File: src/hw/rtl/rpap_pkg.sv
package rpap_pkg;

   // Field widths of the channels.
   localparam int COORD_W = 31;
   localparam int HEAD_W  = 21;

   // The object-to-pivot offset is exact in 32 bits.
   localparam int OFS_W = 32;

   // Angles are carried as Q2.30 radians.
   localparam int ANG_Q = 30;

   // The datapath of the rotation cells is 64 bits wide, and the angle is 34 bits wide.
   localparam int XW = 64;
   localparam int ZW = 34;

   // Defaults for the top-level parameters.
   localparam int CORDIC_STEPS_DEF = 24;
   localparam int FRAC_BITS_DEF    = 16;

   // Angle constants in Q2.30, and the reciprocal of the limit CORDIC gain.
   localparam logic [31:0] PI_Q30      = 32'd3373259426;
   localparam logic [32:0] TWO_PI_Q30  = 33'd6746518852;
   localparam logic [30:0] HALF_PI_Q30 = 31'd1686629713;
   localparam logic [29:0] GAIN_Q30    = 30'h26DD3B6A;

   typedef logic signed [COORD_W-1:0] coord_type;
   typedef logic signed [HEAD_W-1:0]  head_type;
   typedef logic signed [OFS_W-1:0]   ofs_type;

   // Payload of the angle reduction cells, apart from the residue itself.
   typedef struct packed {
      ofs_type   dx;
      ofs_type   dy;
      coord_type px;
      coord_type py;
   } offset_type;

   // Payload of the rotation cells.
   typedef struct packed {
      logic signed [XW-1:0] x;
      logic signed [XW-1:0] y;
      logic signed [ZW-1:0] z;
      coord_type            px;
      coord_type            py;
   } rot_type;

   // Arctangent of 2^-idx in Q2.30, truncated.
   function automatic logic [ZW-1:0] atan_q30(input int idx);
      logic [31:0] val;
      case (idx)
         0:  val = 32'h3243F6A8;
         1:  val = 32'h1DAC6705;
         2:  val = 32'h0FADBAFC;
         3:  val = 32'h07F56EA6;
         4:  val = 32'h03FEAB76;
         5:  val = 32'h01FFD55B;
         6:  val = 32'h00FFFAAA;
         7:  val = 32'h007FFF55;
         8:  val = 32'h003FFFEA;
         9:  val = 32'h001FFFFD;
         10: val = 32'h000FFFFF;
         11: val = 32'h0007FFFF;
         12: val = 32'h0003FFFF;
         13: val = 32'h0001FFFF;
         14: val = 32'h0000FFFF;
         15: val = 32'h00007FFF;
         16: val = 32'h00003FFF;
         17: val = 32'h00001FFF;
         18: val = 32'h00000FFF;
         19: val = 32'h000007FF;
         20: val = 32'h000003FF;
         21: val = 32'h000001FF;
         22: val = 32'h000000FF;
         23: val = 32'h0000007F;
         24: val = 32'h0000003F;
         25: val = 32'h0000001F;
         26: val = 32'h0000000F;
         27: val = 32'h00000008;
         28: val = 32'h00000004;
         29: val = 32'h00000002;
         30: val = 32'h00000001;
         default: val = 32'h00000000;
      endcase
      return ZW'(val);
   endfunction

endpackage

File: src/hw/rtl/rpap_reduce_cell.sv
module rpap_reduce_cell #(
   parameter int RW    = 38,
   parameter int SHIFT = 0
) (
   input  logic                 clock,
   input  logic                 reset,
   input  logic                 load,
   input  logic                 in_valid,
   input  rpap_pkg::offset_type in_ofs,
   input  logic [RW-1:0]        in_res,
   output logic                 out_valid,
   output rpap_pkg::offset_type out_ofs,
   output logic [RW-1:0]        out_res
);
   import rpap_pkg::*;

   // The multiple of a full turn that this cell may remove.
   localparam logic [RW-1:0] STEP = RW'(TWO_PI_Q30) << SHIFT;

   logic             valid_ff;
   offset_type       ofs_ff;
   logic [RW-1:0]    res_ff;
   logic [RW-1:0]    res_in;

   // One restoring step: remove the multiple when the residue is at least as large.
   assign res_in = (in_res >= STEP) ? (in_res - STEP) : in_res;

   // The valid flag moves whenever the cell is allowed to load.
   always_ff @(posedge clock) begin
      if (reset) begin
         valid_ff <= 1'b0;
      end else if (load) begin
         valid_ff <= in_valid;
      end
   end

   // The payload is captured only for a real beat.
   always_ff @(posedge clock) begin
      if (load && in_valid) begin
         ofs_ff <= in_ofs;
         res_ff <= res_in;
      end
   end

   assign out_valid = valid_ff;
   assign out_ofs   = ofs_ff;
   assign out_res   = res_ff;

endmodule

File: config.mk
export PLATFORM = sky130hd
export DESIGN_NAME = rpap_reduce_cell
export DESIGN_NICKNAME = d
export VERILOG_FILES = /design/src/hw/rtl/rpap_pkg.sv /design/src/hw/rtl/rpap_reduce_cell.sv
export SDC_FILE = /design/constraint.sdc
export NUM_CORES = 1
export LEC_CHECK = 0
export CORE_UTILIZATION = 30
export DETAILED_ROUTE_END_ITERATION = 7
export DONT_BUFFER_PORTS = 1
export GPL_TIMING_DRIVEN = 1
export REMOVE_ABC_BUFFERS = 1
export SLEW_MARGIN = 20
export SYNTH_ARGS = -nofsm -noshare
export SYNTH_HDL_FRONTEND = slang
export SYNTH_SLANG_ARGS = --single-unit
File: constraint.sdc
create_clock -name clock -period 6.3 [get_ports clock]
set_clock_uncertainty 0.15 [all_clocks]
set_input_delay 1.89 -clock clock [delete_from_list [all_inputs] [get_ports clock]]
set_output_delay 1.89 -clock clock [all_outputs]
set_load 0.1 [all_outputs]
==> out/qor.yml <==
status:
  outcome: "finished clean"
die:
  row_count: 51
  core_area_sq_um: 19800
  die_h_microns: 145
  start_util: 0.310
  die_w_microns: 145
  die-area_sq_um: 21000
  io_pins: 333
timing:
  timing.final.crit_period_ns: 4.07
  max_clock_freq_ghz: 0.246
  tightest_slew_ns: 0.982
  setup_viol: 0
  slew_headroom: 0.347
  drv_slew: 0
  hold_violations: 0
  rsz0062_at_grt: "false"
  period_share: 0.646
  hold_slack_ns: 0.856
route:
  vias_per_cell: 4.89
  drtPass1Iterations: 4
  drt_iter0_drc: 205
  wl_per_cell_microns: 26.2
  drc_errors: 0
  ant_nets: 0
  vias: 3076
  wl_microns: 16500
worst_setup_path:
  crit_chain: "inv_1 > ha_1 > or3b_1 > a21bo_1 > nor2_1 > o31a_1 > o21ai_2 > o221ai_1 > xnor2_1"
  slowest_stage: "o21ai_2"
  cp_num_cells: 9
  crit_path_start_kind: "input port"
  path_max_fanout: 21
  path_buf_inv: 1
  end_kind: "flop"
  startpoint: "in_res[2]"
  critPathKind: "input port to flop"
  required_ns: 6.32
  cpPeakStageDelay_ns: 0.75
  cp_top_family: "compound AO/OA/AOI/OAI gates"
  r2r_start: "out_valid"
  arrival_ns: 4.09
  reg2reg_depth: 2
cells_and_area:
  antennaDiodeCount: 0
  post-route-util: 0.356
  syn_to_final_growth_pct: 14.6
  nets: 521
  drive_above_1_share: 0.140
  fill_cells: 1857
  instances_no_fill: 629
  final_common_cell: "edfxtp_1"
  final_cell_mix: "edfxtp_1 (164), xnor2_1 (22), nor2_1 (19)"
power_and_ir_drop:
  p_total_mw: 2.97
  irDropWorstVdd_v: 0.000173
  power_density_nw_per_um2: 422
  p_leak_nw: 2.24
synth:
  yosysUniqueCellTypes: 55
  syn_area_sq_um: 6140
  synth_seq_cells: 165
  synthMuxAreaShare: 0
  async_flop_share: 0
  synth_top_family_by_area: "simple AND/OR/NAND/NOR gates"
  syn_inst: 337
  synth_edf_count: 164
  synthXorXnorAreaFrac: 0.0512
  synth_compound_area_frac: 0.0450
  yosys_warnings: 0
  synth-simple-area-share: 0.0844
  yosys.area_share.adder: 0.00408
  synth_flop_cell: "edfxtp_1"
  avgSynthCellArea_sq_um: 18.2
  ys_seq_area_frac: 0.806
placed_design:
  dpl.cell_count: 597
  place_congestion: 0.890
  port_buffers: 0
  hpwl_microns: 12500
clock_tree:
  numCtsBuffers: 17
  clk_pin_slew_ns: 0.07
  htreeDepth: 4
  clockBufferDepth: 2
  hold_buffers: 0
  post-cts-setup-buffers: 0
  cts.sinks: 165
  cts_root_buffer: "clkbuf_16"
  cts-resized-gates: 0
  worstSkewPairLatency_ns: 0.42
  cts_tree: "done"
grt:
  grt_usage: 0.157
  grt_first_pass_wirelength_microns: 23400
  antenna_found_initial: 0
  grt_pass1_vias: 3070
  grt_max_degree: 101
  grt_overflow: 0
hold_path:
  worstHoldPathCells: 2
  holdCritPathClass: "flop to flop"
  min_from: "out_valid"
flow_run:
  drv_cap: 0
[layout make-up]
type | count | area (sq um) | share of cell area
Tap cell | 265 | 332 | 0.0471
Inverter | 5 | 18.8 | 0.00267
Clock inverter | 15 | 156 | 0.0222
Multi-Input combinational cell | 161 | 1140 | 0.162
Timing Repair Buffer | 1 | 20.0 | 0.00285
Sequential cell | 165 | 4940 | 0.703
Clock buffer | 17 | 425 | 0.0605
[cells by family after synthesis]
| kind of cell | after synthesis |
|---|---|
| compound gates | 36 |
| simple gates | 88 |
| fa+ha+maj | 2 |
| xor+xnor | 35 |
| buf+inv | 11 |
| flops | 165 |
[per-stage QoR]
stage               setup WS [ns]  TNS, ns  cell area (sq um)
finish                       2.23        0               7030
global route                 2.12        0               7030
CTS                          2.26        0               7030
detailed placement           1.80        0               6450
global placement             1.86        0               6450
floorplan                 -0.0351    -5.76               6100
[tightest hold or removal path, stage by stage, from the launching register on]
cell and delay [ns]:
dfxtp_1 0.65, a21oi_1 0.26, nor2_1 0.05
[state kept, by name, indices dropped and copies added (netlist names)]
signal,count
out_valid,1
out_ofs,126
out_res,38
[power breakdown]
group,total [mW],switching [mW],internal (mW)
combinational,0.0790,0.0488,0.0302
clock,1.01,0.475,0.531
sequential,1.89,0.581,1.30
[cells in the mapped netlist, types with 4 or more instances]
cell type	number	area, sq um
a21oi_2	4	35.0
edfxtp_1	164	4920
nor3_1	5	25.0
nor2_1	19	71.3
nand2_1	18	67.6
a21oi_1	6	30.0
xnor2_1	22	193
inv_1	5	18.8
nand3_1	10	50.1
xor2_1	12	105
o21ai_0	4	20.0
[metal layers]
layer	global-route usage	wire [microns]	vias up
met4	0.0644	332	0
li1	-	-	1335
met1	0.166	5790	1530
met3	0.0824	1820	19
met5	0	0	-
met2	0.262	8560	192
[worst paths after layout]
check,endpoint,slack [ns]
hold / removal,out_valid,0.86
hold reg to reg,out_valid,0.86
setup reg to reg,out_valid,4.85
setup / recovery,out_res[28],2.23
(Power assumes the default switching activity.)
