File: config.mk
export PLATFORM = sky130hd
export DESIGN_NAME = rpap_cordic_cell
export DESIGN_NICKNAME = d
export VERILOG_FILES = /design/src/hw/rtl/rpap_pkg.sv /design/src/hw/rtl/rpap_cordic_cell.sv
export SDC_FILE = /design/constraint.sdc
export NUM_CORES = 1
export LEC_CHECK = 0
export ABC_AREA = 1
export BUFFER_PORTS_ARGS = -buffer_cell sky130_fd_sc_hd__buf_2
export CORE_MARGIN = 1
export CORE_UTILIZATION = 40
export DETAILED_ROUTE_END_ITERATION = 8
export RECOVER_POWER = 100
export SYNTH_ARGS = -nofsm -noshare
export SYNTH_HDL_FRONTEND = slang
export SYNTH_SLANG_ARGS = --single-unit
File: constraint.sdc
create_clock -name clock -period 6.3 [get_ports clock]
set_clock_uncertainty 0.1 [all_clocks]
set_input_delay 1.26 -clock clock [delete_from_list [all_inputs] [get_ports clock]]
set_output_delay 1.26 -clock clock [all_outputs]
set_load 0.02 [all_outputs]
File: src/hw/rtl/rpap_pkg.sv
package rpap_pkg;

   // Field widths of the channels.
   localparam int COORD_W = 31;
   localparam int HEAD_W  = 21;

   // The object-to-pivot offset is exact in 32 bits.
   localparam int OFS_W = 32;

   // Angles are carried as Q2.30 radians.
   localparam int ANG_Q = 30;

   // The datapath of the rotation cells is 64 bits wide, and the angle is 34 bits wide.
   localparam int XW = 64;
   localparam int ZW = 34;

   // Defaults for the top-level parameters.
   localparam int CORDIC_STEPS_DEF = 24;
   localparam int FRAC_BITS_DEF    = 16;

   // Angle constants in Q2.30, and the reciprocal of the limit CORDIC gain.
   localparam logic [31:0] PI_Q30      = 32'd3373259426;
   localparam logic [32:0] TWO_PI_Q30  = 33'd6746518852;
   localparam logic [30:0] HALF_PI_Q30 = 31'd1686629713;
   localparam logic [29:0] GAIN_Q30    = 30'h26DD3B6A;

   typedef logic signed [COORD_W-1:0] coord_type;
   typedef logic signed [HEAD_W-1:0]  head_type;
   typedef logic signed [OFS_W-1:0]   ofs_type;

   // Payload of the angle reduction cells, apart from the residue itself.
   typedef struct packed {
      ofs_type   dx;
      ofs_type   dy;
      coord_type px;
      coord_type py;
   } offset_type;

   // Payload of the rotation cells.
   typedef struct packed {
      logic signed [XW-1:0] x;
      logic signed [XW-1:0] y;
      logic signed [ZW-1:0] z;
      coord_type            px;
      coord_type            py;
   } rot_type;

   // Arctangent of 2^-idx in Q2.30, truncated.
   function automatic logic [ZW-1:0] atan_q30(input int idx);
      logic [31:0] val;
      case (idx)
         0:  val = 32'h3243F6A8;
         1:  val = 32'h1DAC6705;
         2:  val = 32'h0FADBAFC;
         3:  val = 32'h07F56EA6;
         4:  val = 32'h03FEAB76;
         5:  val = 32'h01FFD55B;
         6:  val = 32'h00FFFAAA;
         7:  val = 32'h007FFF55;
         8:  val = 32'h003FFFEA;
         9:  val = 32'h001FFFFD;
         10: val = 32'h000FFFFF;
         11: val = 32'h0007FFFF;
         12: val = 32'h0003FFFF;
         13: val = 32'h0001FFFF;
         14: val = 32'h0000FFFF;
         15: val = 32'h00007FFF;
         16: val = 32'h00003FFF;
         17: val = 32'h00001FFF;
         18: val = 32'h00000FFF;
         19: val = 32'h000007FF;
         20: val = 32'h000003FF;
         21: val = 32'h000001FF;
         22: val = 32'h000000FF;
         23: val = 32'h0000007F;
         24: val = 32'h0000003F;
         25: val = 32'h0000001F;
         26: val = 32'h0000000F;
         27: val = 32'h00000008;
         28: val = 32'h00000004;
         29: val = 32'h00000002;
         30: val = 32'h00000001;
         default: val = 32'h00000000;
      endcase
      return ZW'(val);
   endfunction

endpackage

File: src/hw/rtl/rpap_cordic_cell.sv
module rpap_cordic_cell #(
   parameter int IDX = 0
) (
   input  logic              clock,
   input  logic              reset,
   input  logic              load,
   input  logic              in_valid,
   input  rpap_pkg::rot_type in_rot,
   output logic              out_valid,
   output rpap_pkg::rot_type out_rot
);
   import rpap_pkg::*;

   logic                 valid_ff;
   rot_type              rot_ff;
   rot_type              rot_in;
   logic signed [XW-1:0] x_cur;
   logic signed [XW-1:0] y_cur;
   logic signed [XW-1:0] xs;
   logic signed [XW-1:0] ys;
   logic signed [ZW-1:0] z_cur;
   logic signed [ZW-1:0] step;

   assign x_cur = in_rot.x;
   assign y_cur = in_rot.y;
   assign z_cur = in_rot.z;
   assign xs    = x_cur >>> IDX;
   assign ys    = y_cur >>> IDX;
   assign step  = $signed(atan_q30(IDX));

   // One micro-rotation, with the direction taken from the sign of the remaining angle.
   always_comb begin
      rot_in = in_rot;
      if (!z_cur[ZW-1]) begin
         rot_in.x = x_cur - ys;
         rot_in.y = y_cur + xs;
         rot_in.z = z_cur - step;
      end else begin
         rot_in.x = x_cur + ys;
         rot_in.y = y_cur - xs;
         rot_in.z = z_cur + step;
      end
   end

   // The valid flag moves whenever the cell is allowed to load.
   always_ff @(posedge clock) begin
      if (reset) begin
         valid_ff <= 1'b0;
      end else if (load) begin
         valid_ff <= in_valid;
      end
   end

   // The payload is captured only for a real beat.
   always_ff @(posedge clock) begin
      if (load && in_valid) begin
         rot_ff <= rot_in;
      end
   end

   assign out_valid = valid_ff;
   assign out_rot   = rot_ff;

endmodule

==> results of run 1 <==
## layer usage
layer | vias to the layer above | track usage, % | share of wire [%]
met2 | 1286 | 50.2 | 44
met3 | 162 | 3.65 | 8.0
li1 | 14140 | - | -
met4 | 0 | 12.2 | 4.2
met5 | - | 0 | 0
met1 | 12875 | 41.9 | 44
## cells in the final DEF, fill, tap and decap left out, types with 2 or more instances in the layout
| master | n |
|---|---|
| nand2_1 | 1617 |
| inv_1 | 917 |
| nand3_1 | 328 |
| nor2_1 | 299 |
| clkbuf_1 | 256 |
| edfxtp_1 | 223 |
| ha_1 | 219 |
| a21oi_1 | 207 |
| buf_2 | 205 |
| o21ai_0 | 140 |
| xor2_1 | 66 |
| nand4_1 | 55 |
| nor2_2 | 32 |
| clkbuf_16 | 29 |
| nor3_1 | 16 |
| o21bai_1 | 16 |
| a31oi_1 | 14 |
| a21o_1 | 10 |
| nor3_2 | 10 |
| nand2_2 | 9 |
| nand3_2 | 9 |
| o22ai_1 | 9 |
| o31ai_1 | 7 |
| inv_2 | 7 |
| xnor2_1 | 5 |
| and2_1 | 4 |
| fa_1 | 4 |
| bufinv_16 | 4 |
| clkinv_4 | 4 |
| nand3b_1 | 3 |
| buf_4 | 3 |
| clkinv_1 | 2 |
| nand2_4 | 2 |
| nand3b_2 | 2 |
| inv_6 | 2 |
## flip-flops by register name, indices dropped and copies added, names as in the netlist
register   cells
out_rot      223
out_valid      1
## cell families after synthesis
logic type	Yosys count	synth area share, %
compound gates	408	8.23
fa+ha+maj	223	10.7
xor+xnor	71	2.36
flops	224	25.5
simple gates	2389	37.7
buf+inv	1017	15.5
## layout make-up
class                   count  area [um^2]  share of cell area, %
repair buffers            457         1980                   6.69
clock inverters            13          189                  0.637
inverters                 927         3490                   11.8
flip-flops and latches    224         6720                   22.6
diodes                      1         2.50                0.00844
multi-input cells        3091        15400                   52.1
well taps                 855         1070                   3.61
clock buffers              38          769                   2.59
## cells in the mapped netlist
master	instances	area, um^2
o21ai_0	136	681
clkbuf_1	13	48.8
nor2_1	291	1090
buf_2	28	140
xor2_1	66	578
o31ai_1	7	52.6
or2_2	1	6.26
and2_1	4	25.0
a211oi_1	1	7.51
o21a_1	1	7.51
nor3_4	1	16.3
nand2_4	2	22.5
o21ai_1	5	25.0
ha_1	219	2740
nor2_2	40	250
a21oi_1	207	1040
nand2_1	1610	6040
nor2_4	1	11.3
nor3_2	13	130
nand3b_1	2	15.0
nand2_2	16	100
inv_2	8	30.0
buf_6	14	158
buf_1	4	15.0
fa_1	4	80.1
nand3_1	321	1610
inv_1	919	3450
edfxtp_1	223	6700
nor3_1	13	65.1
nand4_1	55	344
dfxtp_1	1	20.0
o211a_1	1	10.0
buf_4	31	233
o211ai_1	1	7.51
a31oi_1	14	87.6
a21o_1	10	75.1
o22ai_1	9	56.3
o21bai_1	16	120
nand3_2	16	160
xnor2_1	5	43.8
nand3b_2	3	33.8
## worst max path at each step
stage,to,cells past startpoint
detailed placement,out_rot[87]$_DFFE_PP_,10
global placement,out_rot[87]$_DFFE_PP_,10
finish,out_rot[86]$_DFFE_PP_,12
CTS,out_rot[87]$_DFFE_PP_,10
global route,out_rot[94]$_DFFE_PP_,12
floorplan,out_rot[0]$_DFFE_PP_,2
## power by group
group          leakage [uW]  total [uW]  internal [uW]  switching, uW
combinational        0.0135        2390            649           1740
sequential          0.00209        1890           1840           55.1
clock              0.000462        1730           1020            707
total                0.0161        6010           3510           2500
## per-stage QoR
| step | std cells | total power [uW] |
|---|---|---|
| 6_report | 5606 | 6010 |
| 5_1_grt | 5605 | 6320 |
| 4_1_cts | 5605 | 6040 |
| 3_5_place_dp | 5554 | 4290 |
| 3_3_place_gp | 5554 | 4290 |
| 2_1_floorplan | 4332 | 3460 |
## worst reg2reg max path, stage by stage (launching register included)
cell and delay [ns]:
dfxtp_1 0.33, nand2_1 0.06, a21oi_1 0.11
==> impl_metrics.csv, run 1 <==
group,metric,value,unit
outcome,status,"complete, but fails checks",
outcome,violations,"capacitance limit, slew limit",
final_layout,post-route-cell-area,29700,um^2
placed_design,placed_area,29100,um^2
timing,rsz0062_at_grt,"no",
setup_path,critPathArrivalTime,4.54,ns
yosys,yosysUniqueCellTypes,41,
clock_tree,cts_setup_buffers,0,
global_route,grt_pass1_vias,26261,
clock_tree,cts-resized-gates,0,
power_and_ir_drop,ir_worst_vdd,0.251,mV
timing,setup_slack,2.03,ns
route,avgViaCountPerCell,5.08,
yosys,yosysWarnings,0,
global_route,grt_antenna_before_repair,1,
setup_path,start_kind,"input pin",
setup_path,reg2reg_slack,5.63,ns
yosys,netlist_area,26300,um^2
final_layout,final_core_util,45.8,%
clock_tree,cts-root-buf,"clkbuf_16",
setup_path,worst-path-buf-inv,3,
placed_design,portBuffers,452,
timing,setup_viol,0,
route,wl_per_cell,19.1,um
yosys,synth_seq_area_share,25.5,%
placed_design,dp_hpwl,91100,um
setup_path,crit_slowest_cell,"clkbuf_1",
clock_tree,htreeDepth,1,
clock_tree,cts_buffers,28,
timing,fin_crit_sh,67.8,%
clock_tree,clk_pin_slew,0.06,ns
worst_hold_path,hold_path_class,"register to register",
yosys,synthCells,4332,
placed_design,gp_congestion,1.04,
timing,fmax,0.234,GHz
final_layout,num-fill-cells,7274,
die,core_area,64700,um^2
timing,tns,0,ns
worst_hold_path,holdPathStages,2,
setup_path,max_stage_delay,0.80,ns
setup_path,critical-path-top-delay-family,"buffers and inverters",
route,vias,28463,
global_route,grt.total_usage,31.0,%
setup_path,r2r-end,"out_valid$_SDFFE_PP0P_",
yosys,avgSynthCellArea,6.08,um^2
setup_path,path_cells,"clkbuf_1, inv_4, ha_1, nand2_1, nor2_1, inv_1, o21ai_0, nand2_1, nand2_1, nand3_1, nand3_1, nand2_1",
global_route,overflow,0,
clock_tree,clockBufferDepth,3,
timing,maxSlewHeadroom,-82.3,%
final_layout,area.growth.synth_to_final,12.7,%
timing,fin_crit,4.27,ns
setup_path,endpoint_kind,"register",
worst_hold_path,holdPathEnd,"out_valid$_SDFFE_PP0P_",
setup_path,r2r_cells,2,
setup_path,cp.required,6.56,ns
final_layout,drive_above_1_share,6.88,%
clock_tree,clkLatencyLatePin,0.59,ns
timing,finalMaxSlewViolations,135,
die,die_y,259,um
die,die_w,259,um
setup_path,crit_fanout,76,
route,postRouteAntennaNets,0,
clock_tree,cts.sinks,224,
die,boundaryPins,453,
flow_run,maxCapViolations,2,
final_layout,finalNetCount,5180,
yosys,synth-seq-cells,224,
clock_tree,cts_tree,"done",
global_route,grt_first_pass_wirelength,156000,um
setup_path,crit_path_start,"in_rot[95]",
yosys,synth.net_count,4783,
global_route,grt_max_degree,93,
route,route.detailed.drc,0,
route,first_pass_iters,8,
setup_path,critical_path.most_common_cell,"nand2_1",
timing,tightest_slew,2.73,ns
power_and_ir_drop,p_per_area,202,nW/um^2
die,initial_core_util,40.7,%
route,finalWirelength,107000,um
worst_hold_path,min_from,"out_valid$_SDFFE_PP0P_",
clock_tree,cts-hold-fix-buffers,0,
setup_path,worstReg2RegStart,"out_valid$_SDFFE_PP0P_",
die,die_area,66800,um^2
route,first_iter_violations,2954,
power_and_ir_drop,p_leak,0.0161,uW
setup_path,worstSetupPathType,"input pin to register",
placed_design,pre_cts_slack,2.05,ns
timing,hold_violations,0,
timing,holdWs,0.369,ns
die,rows,93,
No activity file was read; power rests on OpenSTA's default activity.
==> inputs of run 2 (changes only) <==
- clock period: 6.3 -> 4.3 ns (I/O delays scaled with it)
==> run 2 against run 1 <==
- the flow still finishes with violations (capacitance limit, slew limit)
- first-iteration DRC count decreased by 1.9%
- routed wire length increased by 1.9%
- clock power increased by 51%
- die area unchanged
- worst setup slack got worse by 1.2 ns
- critical endpoint unchanged
- largest cell class unchanged
==> impl_metrics.csv, run 2 (same netlist as run 1, synthesis figures left out) <==
group,metric,value,unit
timing,tightest_slew,1.57,ns
die,core_area,64700,um^2
setup_path,cp.required,4.57,ns
route,highest_layer,"met4",
timing,tns,0,ns
route,first_iter_violations,2899,
final_layout,num-fill-cells,7221,
final_layout,finalNetCount,5197,
global_route,grt_max_degree,93,
timing,fmax,0.291,GHz
route,route.met3.wl,9970,um
die,rows,93,
global_route,grt_pass1_vias,26495,
setup_path,critPathArrivalTime,3.70,ns
timing,finalMaxSlewViolations,26,
final_layout,drive_above_1_share,7.38,%
route,route.detailed.drc,0,
clock_tree,cts-resized-gates,0,
timing,hold_violations,0,
route,wl_per_cell,19.4,um
placed_design,portBuffers,452,
clock_tree,cts.sinks,224,
worst_hold_path,hold_path_class,"input pin to register",
timing,rsz0062_at_grt,"no",
clock_tree,cts_setup_buffers,0,
clock_tree,clkLatencyLatePin,0.60,ns
global_route,grt.total_usage,31.6,%
setup_path,start_kind,"input pin",
timing,fin_crit,3.44,ns
setup_path,worstSetupPathType,"input pin to register",
clock_tree,clk_pin_slew,0.06,ns
global_route,overflow,0,
clock_tree,cts_buffers,29,
global_route,grt_first_pass_wirelength,159000,um
die,die_y,259,um
route,wl_met2,47900,um
route,avgViaCountPerCell,5.08,
placed_design,gp_congestion,1.03,
timing,maxSlewHeadroom,-5.31,%
die,die_area,66800,um^2
die,boundaryPins,453,
clock_tree,htreeDepth,1,
final_layout,antennaDiodeCount,0,
final_layout,final_cells,5624,
die,die_w,259,um
clock_tree,cts-hold-fix-buffers,0,
die,initial_core_util,40.7,%
final_layout,area.growth.synth_to_final,13.3,%
flow_run,maxCapViolations,1,
final_layout,final_cell_mix,"nand2_1, inv_1, nand3_1",
setup_path,endpoint_kind,"register",
clock_tree,clockBufferDepth,3,
power_and_ir_drop,ir_worst_vdd,0.303,mV
final_layout,post-route-cell-area,29800,um^2
route,met1_length,46800,um
route,finalWirelength,109000,um
route,first_pass_iters,6,
clock_tree,cts-root-buf,"clkbuf_16",
final_layout,final_common_cell,"nand2_1",
setup_path,crit_fanout,16,
timing,setup_viol,0,
route,vias,28549,
final_layout,largest_reg_flops,223,
power_and_ir_drop,p_leak,0.0161,uW
power_and_ir_drop,p_per_area,299,nW/um^2
route,postRouteAntennaNets,0,
global_route,grt_antenna_before_repair,0,
placed_design,dp_hpwl,93600,um
outcome,status,"complete, but fails checks",
placed_design,placed_area,29300,um^2
placed_design,placedCellCount,5570,
clock_tree,cts_tree,"done",
timing,fin_crit_sh,79.9,%
outcome,violations,"capacitance limit, slew limit",
==> run 2: metal layers <==
metal	GRT usage (%)	vias up
met2	51.3	1277
li1	-	14175
met1	42.3	12923
met5	0	-
met3	4.82	174
met4	12.0	0
==> run 2: final cells by class <==
| class | instances | area, um^2 | share of cell area (%) |
|---|---|---|---|
| Clock buffer | 30 | 729 | 2.45 |
| Clock inverter | 24 | 278 | 0.931 |
| Inverter | 927 | 3480 | 11.7 |
| Multi-Input combinational cell | 3091 | 15500 | 51.9 |
| Sequential cell | 224 | 6720 | 22.5 |
| Tap cell | 855 | 1070 | 3.59 |
| Timing Repair Buffer | 473 | 2080 | 6.98 |
==> run 2: through the flow <==
| stage | hold slack [ns] | total power (uW) | util, % | setup WS, ns |
|---|---|---|---|---|
| finish | 0.308 | 8910 | 46.1 | 0.864 |
| global placement | 0.341 | 6330 | 45.3 | 0.485 |
| floorplan | 0.429 | 5070 | - | -0.419 |
| detailed placement | 0.348 | 6320 | 45.3 | 0.549 |
| global route | 0.300 | 9380 | 46.1 | 0.703 |
| CTS | 0.282 | 8970 | 46.8 | 1.20 |
==> run 2: worst paths after layout <==
check | depth (start not counted) | start | endpoint | slack, ns
setup / recovery | 12 | in_rot[95] | out_rot[86]$_DFFE_PP_ | 0.86
setup reg to reg | 2 | out_valid$_SDFFE_PP0P_ | out_valid$_SDFFE_PP0P_ | 3.66
hold reg to reg | 2 | out_valid$_SDFFE_PP0P_ | out_valid$_SDFFE_PP0P_ | 0.35
hold / removal | 2 | reset | out_valid$_SDFFE_PP0P_ | 0.31
==> run 2: critical path, stage by stage <==
cell      delay (ns)
clkbuf_1        0.75
inv_4           0.21
ha_1            0.45
nand2_1         0.12
nor2_1          0.11
inv_1           0.04
o21ai_0         0.59
nand2_1         0.10
nand2_1         0.20
nand3_1         0.12
nand3_1         0.09
nand2_1         0.05
==> run 2: report_power, final <==
group	total (uW)	leakage (uW)	internal, uW	switching [uW]
Sequential	2770	0.00209	2690	85.5
Combinational	3530	0.0136	962	2570
Clock	2610	0.000476	1540	1070
Total	8910	0.0161	5190	3720
